## config.mk

```make
export PLATFORM = sky130hd
export DESIGN_NAME = dda_line_rasterizer_top
export DESIGN_NICKNAME = d
export VERILOG_FILES = /design/src/rtl/dda_pkg.sv /design/src/rtl/dda_ctrl.sv /design/src/rtl/dda_datapath.sv /design/src/rtl/dda_line_rasterizer_top.sv
export SDC_FILE = /design/constraint.sdc
export NUM_CORES = 1
export LEC_CHECK = 0
export ABC_CLOCK_PERIOD_IN_PS = 4150
export BUFFER_PORTS_ARGS = -buffer_cell sky130_fd_sc_hd__buf_4
export CAP_MARGIN = 0
export CORE_MARGIN = 10
export CORE_UTILIZATION = 61
export CTS_CLUSTER_DIAMETER = 50
export DETAILED_ROUTE_END_ITERATION = 10
export PLACE_DENSITY = 0.9
export RECOVER_POWER = 25
export SYNTH_ARGS = -nofsm -noshare
export SYNTH_HDL_FRONTEND = slang
export SYNTH_SLANG_ARGS = --single-unit
export TNS_END_PERCENT = 100
```

## constraint.sdc

```tcl
create_clock -name clk_i -period 4.15 [get_ports clk_i]
set_clock_uncertainty 0.05 [all_clocks]
set_input_delay 0.83 -clock clk_i [delete_from_list [all_inputs] [get_ports clk_i]]
set_output_delay 0.83 -clock clk_i [all_outputs]
set_load 0.01 [all_outputs]
```

## src/rtl/dda_pkg.sv

```systemverilog
// Shared types, register indexes and the per-axis step function of the DDA line rasterizer.
// Used by the controller, the datapath and the top level. No dependencies.
package dda_pkg;

  // Configuration port widths.
  localparam int unsigned CfgIdxW  = 2;
  localparam int unsigned CfgDataW = 7;

  // Register indexes of the configuration port.
  localparam logic [CfgIdxW-1:0] RegBoardWidth  = 2'd0;
  localparam logic [CfgIdxW-1:0] RegBoardHeight = 2'd1;

  // Fixed field widths.
  localparam int unsigned CoordW = 6;
  localparam int unsigned CharW  = 8;
  localparam int unsigned RemW   = CoordW + 1;

  // Controller to datapath commands.
  typedef struct packed {
    logic load;
    logic advance;
  } dda_cmd_t;

  // Datapath to controller status.
  typedef struct packed {
    logic last;
  } dda_sts_t;

  // One axis: coordinate and rounding remainder.
  typedef struct packed {
    logic [CoordW-1:0] coord;
    logic [RemW-1:0]   rem;
  } dda_axis_t;

  // Moves one axis by one point. The invariant 2*num + steps = coord*2*steps + rem
  // with 0 <= rem < 2*steps holds before and after, and |delta| <= steps keeps the
  // coordinate change to at most one.
  function automatic dda_axis_t dda_axis_step(input dda_axis_t   cur,
                                              input logic [RemW-1:0] d2,
                                              input logic [RemW-1:0] s2,
                                              input logic          dec);
    dda_axis_t    nxt;
    logic [RemW:0] sum;
    logic [RemW:0] diff;
    nxt  = cur;
    sum  = {1'b0, cur.rem} + {1'b0, d2};
    diff = {1'b0, cur.rem} - {1'b0, d2};
    if (!dec) begin
      if (sum >= {1'b0, s2}) begin
        nxt.rem   = RemW'(sum - {1'b0, s2});
        nxt.coord = cur.coord + CoordW'(1);
      end else begin
        nxt.rem = RemW'(sum);
      end
    end else begin
      if (diff[RemW]) begin
        nxt.rem   = RemW'(diff + {1'b0, s2});
        nxt.coord = cur.coord - CoordW'(1);
      end else begin
        nxt.rem = RemW'(diff);
      end
    end
    return nxt;
  endfunction

endpackage

```

## src/rtl/dda_ctrl.sv

```systemverilog
// Controller state machine of the DDA line rasterizer: sequences line intake and point output.
// Depends on dda_pkg for the command and status types.
module dda_ctrl import dda_pkg::*; (
  input  logic     clk_i,
  input  logic     rst_ni,
  input  logic     in_valid_i,
  output logic     in_stall_o,
  output logic     out_valid_o,
  input  logic     out_stall_i,
  output dda_cmd_t cmd_o,
  input  dda_sts_t sts_i
);

  typedef enum logic [1:0] {
    S_IDLE = 2'b01,
    S_RUN  = 2'b10
  } state_e;

  state_e state_q, state_d;
  logic   out_fire;
  logic   in_fire;
  logic   can_take;

  // A new line is taken when idle or while the last point of the current line leaves.
  assign out_valid_o = (state_q == S_RUN);
  assign out_fire    = out_valid_o && !out_stall_i;
  assign can_take    = (state_q == S_IDLE) || (out_fire && sts_i.last);
  assign in_stall_o  = !can_take;
  assign in_fire     = in_valid_i && can_take;

  assign cmd_o.load    = in_fire;
  assign cmd_o.advance = out_fire && !sts_i.last;

  // Next-state logic.
  always_comb begin
    state_d = state_q;
    case (state_q)
      S_IDLE: begin
        if (in_fire) state_d = S_RUN;
      end
      S_RUN: begin
        if (out_fire && sts_i.last && !in_fire) state_d = S_IDLE;
      end
      default: state_d = S_IDLE;
    endcase
  end

  always_ff @(posedge clk_i or negedge rst_ni) begin
    if (!rst_ni) begin
      state_q <= S_IDLE;
    end else begin
      state_q <= state_d;
    end
  end

  // A point that is stalled keeps the controller running.
  a_hold_on_stall: assert property (@(posedge clk_i) disable iff (!rst_ni)
    (state_q == S_RUN && out_stall_i) |=> (state_q == S_RUN))
    else $error("controller left RUN while a point was stalled");

  // A line is never taken while points of the previous one remain.
  a_no_overlap: assert property (@(posedge clk_i) disable iff (!rst_ni)
    (cmd_o.load && state_q == S_RUN) |-> (out_fire && sts_i.last))
    else $error("line accepted before the previous line finished");

  // Load and advance never coincide.
  a_cmd_excl: assert property (@(posedge clk_i) disable iff (!rst_ni)
    !(cmd_o.load && cmd_o.advance))
    else $error("load and advance asserted together");

endmodule

```

## src/rtl/dda_datapath.sv

```systemverilog
// Datapath of the DDA line rasterizer: per-axis coordinate and remainder registers, step counter.
// Depends on dda_pkg for field widths, command and status types and the axis step function.
module dda_datapath import dda_pkg::*; (
  input  logic              clk_i,
  input  logic              rst_ni,
  input  dda_cmd_t          cmd_i,
  output dda_sts_t          sts_o,
  input  logic [CoordW-1:0] start_x_i,
  input  logic [CoordW-1:0] start_y_i,
  input  logic [CoordW-1:0] end_x_i,
  input  logic [CoordW-1:0] end_y_i,
  input  logic [CharW-1:0]  draw_char_i,
  output logic [CoordW-1:0] pixel_x_o,
  output logic [CoordW-1:0] pixel_y_o,
  output logic [CharW-1:0]  pixel_char_o
);

  dda_axis_t         ax_q, ax_d, ay_q, ay_d;
  logic [RemW-1:0]   dx2_q, dx2_d, dy2_q, dy2_d;
  logic [RemW-1:0]   s2_q, s2_d;
  logic              xdec_q, xdec_d, ydec_q, ydec_d;
  logic [CoordW-1:0] cnt_q, cnt_d;
  logic [CharW-1:0]  char_q, char_d;

  logic [CoordW-1:0] adx, ady, steps;
  logic              x_dec, y_dec;

  // Line setup: absolute deltas, direction and the step count.
  always_comb begin
    x_dec = start_x_i > end_x_i;
    y_dec = start_y_i > end_y_i;
    adx   = x_dec ? (start_x_i - end_x_i) : (end_x_i - start_x_i);
    ady   = y_dec ? (start_y_i - end_y_i) : (end_y_i - start_y_i);
    steps = (adx > ady) ? adx : ady;
  end

  // Load a new line or move to the next point.
  always_comb begin
    ax_d   = ax_q;
    ay_d   = ay_q;
    dx2_d  = dx2_q;
    dy2_d  = dy2_q;
    s2_d   = s2_q;
    xdec_d = xdec_q;
    ydec_d = ydec_q;
    cnt_d  = cnt_q;
    char_d = char_q;
    if (cmd_i.load) begin
      ax_d.coord = start_x_i;
      ax_d.rem   = {1'b0, steps};
      ay_d.coord = start_y_i;
      ay_d.rem   = {1'b0, steps};
      dx2_d      = {adx, 1'b0};
      dy2_d      = {ady, 1'b0};
      s2_d       = {steps, 1'b0};
      xdec_d     = x_dec;
      ydec_d     = y_dec;
      cnt_d      = steps;
      char_d     = draw_char_i;
    end else if (cmd_i.advance) begin
      ax_d  = dda_axis_step(ax_q, dx2_q, s2_q, xdec_q);
      ay_d  = dda_axis_step(ay_q, dy2_q, s2_q, ydec_q);
      cnt_d = cnt_q - CoordW'(1);
    end
  end

  always_ff @(posedge clk_i or negedge rst_ni) begin
    if (!rst_ni) begin
      ax_q   <= '0;
      ay_q   <= '0;
      dx2_q  <= '0;
      dy2_q  <= '0;
      s2_q   <= '0;
      xdec_q <= 1'b0;
      ydec_q <= 1'b0;
      cnt_q  <= '0;
      char_q <= '0;
    end else begin
      ax_q   <= ax_d;
      ay_q   <= ay_d;
      dx2_q  <= dx2_d;
      dy2_q  <= dy2_d;
      s2_q   <= s2_d;
      xdec_q <= xdec_d;
      ydec_q <= ydec_d;
      cnt_q  <= cnt_d;
      char_q <= char_d;
    end
  end

  assign sts_o.last   = (cnt_q == '0);
  assign pixel_x_o    = ax_q.coord;
  assign pixel_y_o    = ay_q.coord;
  assign pixel_char_o = char_q;

  // The rounding remainders stay below twice the step count.
  a_rem_bound: assert property (@(posedge clk_i) disable iff (!rst_ni)
    (s2_q != '0) |-> (ax_q.rem < s2_q && ay_q.rem < s2_q))
    else $error("DDA remainder out of range");

  // A step moves each coordinate by at most one.
  a_unit_step: assert property (@(posedge clk_i) disable iff (!rst_ni)
    cmd_i.advance |=> ((ax_q.coord == $past(ax_q.coord) ||
                        ax_q.coord == $past(ax_q.coord) + CoordW'(1) ||
                        ax_q.coord == $past(ax_q.coord) - CoordW'(1)) &&
                       (ay_q.coord == $past(ay_q.coord) ||
                        ay_q.coord == $past(ay_q.coord) + CoordW'(1) ||
                        ay_q.coord == $past(ay_q.coord) - CoordW'(1))))
    else $error("DDA coordinate jumped by more than one");

  // Advance is never given at the last point of a line.
  a_cnt_step: assert property (@(posedge clk_i) disable iff (!rst_ni)
    cmd_i.advance |-> (cnt_q != '0))
    else $error("advance past the last point");

endmodule

```

## src/rtl/dda_line_rasterizer_top.sv

```systemverilog
// DDA line rasterizer, top level: configuration registers, clipping, controller and datapath.
// Depends on dda_pkg, dda_ctrl and dda_datapath.
//
// Each accepted line produces steps+1 point transactions, steps being the larger of the
// absolute x and y deltas, so 1 to 64 points per line. Points leave at one per cycle while
// the output is not stalled: the per-axis coordinate and remainder registers advance by one
// add and compare per cycle, exactly matching round-half-up of start + i*delta/steps. The next
// line is taken in the cycle its predecessor's last point is taken. Board width and height
// are to be written through the configuration port only while the block is idle; the block
// itself does not enforce this. Values above MAX_BOARD_SIZE act as MAX_BOARD_SIZE.
module dda_line_rasterizer_top import dda_pkg::*; #(
  parameter int unsigned MAX_BOARD_SIZE = 64
) (
  input  logic                clk_i,
  input  logic                rst_ni,
  // Configuration write channel.
  input  logic                cfg_valid_i,
  output logic                cfg_ready_o,
  input  logic [CfgIdxW-1:0]  cfg_index_i,
  input  logic [CfgDataW-1:0] cfg_data_i,
  // Line input channel.
  input  logic                in_valid_i,
  output logic                in_stall_o,
  input  logic [CoordW-1:0]   start_x_i,
  input  logic [CoordW-1:0]   start_y_i,
  input  logic [CoordW-1:0]   end_x_i,
  input  logic [CoordW-1:0]   end_y_i,
  input  logic [CharW-1:0]    draw_char_i,
  // Point output channel.
  output logic                out_valid_o,
  input  logic                out_stall_i,
  output logic [CoordW-1:0]   pixel_x_o,
  output logic [CoordW-1:0]   pixel_y_o,
  output logic [CharW-1:0]    pixel_char_o,
  output logic                inside_board_o,
  output logic                last_point_o
);

  localparam logic [CfgDataW-1:0] MaxSize = CfgDataW'(MAX_BOARD_SIZE);

  logic [CfgDataW-1:0] width_q, width_d, height_q, height_d;
  logic [CfgDataW-1:0] width_lim, height_lim;
  dda_cmd_t            cmd;
  dda_sts_t            sts;

  // Configuration registers; writes to unknown indexes are dropped.
  assign cfg_ready_o = 1'b1;

  always_comb begin
    width_d  = width_q;
    height_d = height_q;
    if (cfg_valid_i && cfg_ready_o) begin
      case (cfg_index_i)
        RegBoardWidth:  width_d  = cfg_data_i;
        RegBoardHeight: height_d = cfg_data_i;
        default: ;
      endcase
    end
  end

  always_ff @(posedge clk_i or negedge rst_ni) begin
    if (!rst_ni) begin
      width_q  <= MaxSize;
      height_q <= MaxSize;
    end else begin
      width_q  <= width_d;
      height_q <= height_d;
    end
  end

  // Clip sizes to the largest supported board.
  assign width_lim  = (width_q > MaxSize) ? MaxSize : width_q;
  assign height_lim = (height_q > MaxSize) ? MaxSize : height_q;

  dda_ctrl u_ctrl (
    .clk_i       (clk_i),
    .rst_ni      (rst_ni),
    .in_valid_i  (in_valid_i),
    .in_stall_o  (in_stall_o),
    .out_valid_o (out_valid_o),
    .out_stall_i (out_stall_i),
    .cmd_o       (cmd),
    .sts_i       (sts)
  );

  dda_datapath u_datapath (
    .clk_i        (clk_i),
    .rst_ni       (rst_ni),
    .cmd_i        (cmd),
    .sts_o        (sts),
    .start_x_i    (start_x_i),
    .start_y_i    (start_y_i),
    .end_x_i      (end_x_i),
    .end_y_i      (end_y_i),
    .draw_char_i  (draw_char_i),
    .pixel_x_o    (pixel_x_o),
    .pixel_y_o    (pixel_y_o),
    .pixel_char_o (pixel_char_o)
  );

  // Clipping and end-of-line flag for the point on the output.
  assign inside_board_o = ({1'b0, pixel_x_o} < width_lim) && ({1'b0, pixel_y_o} < height_lim);
  assign last_point_o   = sts.last;

endmodule
```

==> run summary <==
The count of H-tree levels built during CTS is 3. The run finished, with violations left. After synthesis the cells add up to 7090 um2. The sort of element at the start of the critical path is an input pin. The worst hold slack is 0.431 ns.

The pin count of the biggest net entering global routing is 76. The worst hold path begins at u_datapath.pixel_char_o[5]. The number of global-route vias before repair came to 6696. The count of inserted antenna diode cells came out at 0. After synthesis, the largest family of logic cells by area is compound AO/OA/AOI/OAI gates.

The total global routing overflow is 0. The cell with the biggest individual delay on the critical path is sky130_fd_sc_hd__fa_2. The total of endpoints with negative setup slack in the final report is 0. The kind of capture point of the worst setup path is a register. The beginning of the critical path is start_x_i[0]. The area fraction in compound gates after synthesis is 0.211. The count of port buffers added during placement came out at 69. CTS saw 75 sinks. Of the total synthesized cell area, the portion taken by full adders, half adders and majority gates is 0.206. The worst slack after detailed placement came out at -0.389 ns. The number of antenna violations at the first check in global routing came out at 0. The yosys synthesis warning count came out at 0. In this run the critical register-to-register path is launched from u_datapath.ax_q[1]. The global-route wire length before repair is 32200 um. The remaining antenna violation count came out at 0. The number of flops mapped to enable cells by yosys is 0. The detail-routed via count per cell is 6.19. The sum of negative setup slack came out at 0 ns. Setup slack on the critical path of the routed design comes to 0.0837 ns. The critical path is of the input pin to register type.

Across every metal layer, demand over resource in global routing totals 0.236. The mean cell area of the mapped netlist is 8.77 um2. Among all flip-flop cells after synthesis, the most frequent one is sky130_fd_sc_hd__dfrtp_1. The count of endpoints failing hold in the final timing report came out at 0. The number of hold buffers added after CTS was 0. The die width came out at 128 um.

The share of cells above drive strength 1 came out at 0.192. The checks that failed: max-capacitance violations, max-slew violations. The area enclosed by the die boundary is 16300 um2. The part of the Yosys area used for sequential elements came out at 0.265.

After legalization and detailed placement, the total HPWL measured 14500 um. The number of distinct library cells after synthesis is 77. The root buffer cell chosen for the clock tree is sky130_fd_sc_hd__clkbuf_16. The highest cell delay on the worst timing path came out at 0.38 ns. The number of ports placed on the die boundary came out at 71. For the worst-skew pair, the clock arrives at the later sink with an insertion delay of 0.34 ns.

The number of fill cells came out at 793. The fraction of synthesized cell area in xor and xnor cells came out at 0.0544. The max-capacitance violation count is 1. The cell count after synthesis came out at 808. For the pin with the worst max-slew slack, the measured transition is 1.89 ns. Measured against its own limit, the worst slew margin works out to -0.257. The final routed wire length divided by cell count came out at 18.8 um. The clock edge transition at the registers on the reported setup and hold paths came out at 0.06 ns. The synthesized-area fraction occupied by and/or/nand/nor cells came out at 0.137.

The initial DRC count is 565. The number of max-slew violations in the final report was 76. After floorplanning, the core was divided into 39 placement rows. After synthesis, the share of cell area in mux cells is 0.0496. The total area inside the core boundary comes to 11400 um2. The global placer's final weighted congestion came out at 0.933.

The clock tree buffer depth is 2. The post-route fraction of the period consumed by the critical path came out at 0.980. The number of nets in the layout is 1045.

The number of nets produced by synthesis is 962. The post-synthesis to final-layout area growth came out at 15.8%. The pre-antenna-repair detailed-routing pass consisted of 5 iterations. The signal on the critical path passes through buf_4 > inv_1 > ha_1 > fa_2 > nor2b_4 > o21ai_1 > a31oi_4 > mux2i_2 > xor2_1 > inv_1 > ha_1 > o21ai_0 > a21oi_1 > o21bai_1 > a21oi_2 > nand2b_4 > o22ai_1 > a211o_1. The detailed-route via count is 6433. The die span in y came out at 128 um.

The initial utilization of the core area, before any placement, comes to 0.621. Wires add up to 19500 um. The maximum fanout along the worst path is 5. In this run the worst hold path is classified as register to register. The routed design could run at a clock period as short as 4.07 ns. The number of storage elements in the synthesis netlist is 75.

For this run, the top clock speed supported by timing is 0.246 GHz. For this run, design rule violations remaining after detail routing come to 0. For the worst setup path, the data required time is 4.33 ns. The arrival time at the worst endpoint is 4.25 ns. TritonCTS built the clock tree. The share of flip-flops with an asynchronous set or reset after synthesis came out at 1.00.

The TritonCTS buffer count came out at 9.
## worst paths after layout
check                                              to  slack [ns]  depth (start not counted)
min                        u_datapath.pixel_char_o[5]        0.43                          2
min in group asynchronous          u_datapath.ay_q[6]        0.94                          1
max                               u_datapath.cnt_q[1]        0.08                         18
max in group asynchronous  u_datapath.pixel_char_o[5]        1.99                          1
min reg2reg                u_datapath.pixel_char_o[5]        0.43                          2
max reg2reg                   u_datapath.pixel_x_o[5]        0.43                         13
## logic make-up (layout without fill, tap and decap cells)
logic type      after synthesis  in the layout
xor+xnor                     44             44
simple gates                205            205
flops                        75             75
buf+inv                     120            208
compound gates              222            222
other cells                   1              1
mux                          33             33
fa+ha+maj                   108            108
## metrics by stage
| stage | area, um2 | cells | util |
|---|---|---|---|
| 2_1_floorplan | 7090 | 808 | - |
| 3_3_place_gp | 7840 | 1021 | 0.686 |
| 3_5_place_dp | 7840 | 1021 | 0.686 |
| 4_1_cts | 8170 | 1037 | 0.715 |
| 5_1_grt | 8210 | 1039 | 0.719 |
| 6_report | 8210 | 1039 | 0.719 |
## layer usage
metal	vias to the layer above	wire, um	GRT usage
li1	2964	-	-
met1	3084	7600	0.283
met2	298	9730	0.404
met3	87	1390	0.0443
met4	0	807	0.103
met5	-	0	0
## layout by cell type (no fill, tap or decap), drive strengths merged, types with 3 or more instances in the layout
cell type / synthesis / layout
clkbuf: 9 / 14
mux2: 17 / 17
a31oi: 7 / 7
nor3: 8 / 8
a211oi: 9 / 9
nand2: 92 / 92
xnor2: 25 / 25
mux2i: 16 / 16
dfrtp: 72 / 72
o22ai: 4 / 4
o21ai: 55 / 55
and2: 3 / 3
a21oi: 61 / 61
o31ai: 4 / 4
nand2b: 11 / 11
dfstp: 3 / 3
ha: 94 / 94
nor2b: 5 / 5
buf: 28 / 107
inv: 83 / 83
nand4: 3 / 3
a211o: 4 / 4
o211ai: 12 / 12
o221ai: 3 / 3
xor2: 19 / 19
nand3b: 6 / 6
nor2: 45 / 45
a21boi: 3 / 3
nand3: 16 / 16
a21o: 21 / 21
o21bai: 8 / 8
fa: 14 / 14
o21a: 7 / 7
nor3b: 4 / 4
## what timing repair did
item / 4_1_cts / 5_1_grt
resized for setup: 1 / 6
endpoints found under the setup margin: 4 / 20
pin swaps: 0 / 2
buffers inserted: 0 / 2
## layout make-up
class	count	area, um2	area share
clock inverter	4	72.6	0.00884
inverter	83	312	0.0380
timing repair buffer	109	812	0.0990
sequential	75	1880	0.229
multi-input combinational	613	4690	0.572
tap	143	179	0.0218
clock buffer	12	256	0.0313
## critical path, delay by kind of cell
family                   cells  cell delay (ns)
AO/OA/AOI/OAI                8             1.38
multiplexers                 1             0.27
buffers and inverters        3             0.22
adder cells (fa/ha/maj)      3             0.90
XOR/XNOR                     1             0.26
AND/OR/NAND/NOR              2             0.37
## cells in the mapped netlist (all sizes together) (7+ instances only)
master	instances	area [um2]
o21a	7	52.6
o21ai	55	275
nor3	8	40.0
ha	94	1180
xnor2	25	219
inv	83	312
fa	14	280
nor2	45	184
o211ai	12	105
a211oi	9	77.6
a21o	21	158
mux2i	16	160
a21oi	61	320
clkbuf	9	33.8
nand2b	11	76.3
nand3	16	80.1
xor2	19	166
nand2	92	345
a31oi	7	58.8
dfrtp	72	1800
o21bai	8	60.1
buf	28	198
mux2	17	191
## registers in the layout, indices dropped and copies added (netlist names), 7 cells and up
signal                   cells
height_q                     7
u_datapath.ay_q              7
u_datapath.pixel_char_o      8
width_q                      7
Power is left out: the tool's default activity adds up to more than one toggle a clock period on the data nets, which glitch-free logic cannot reach.
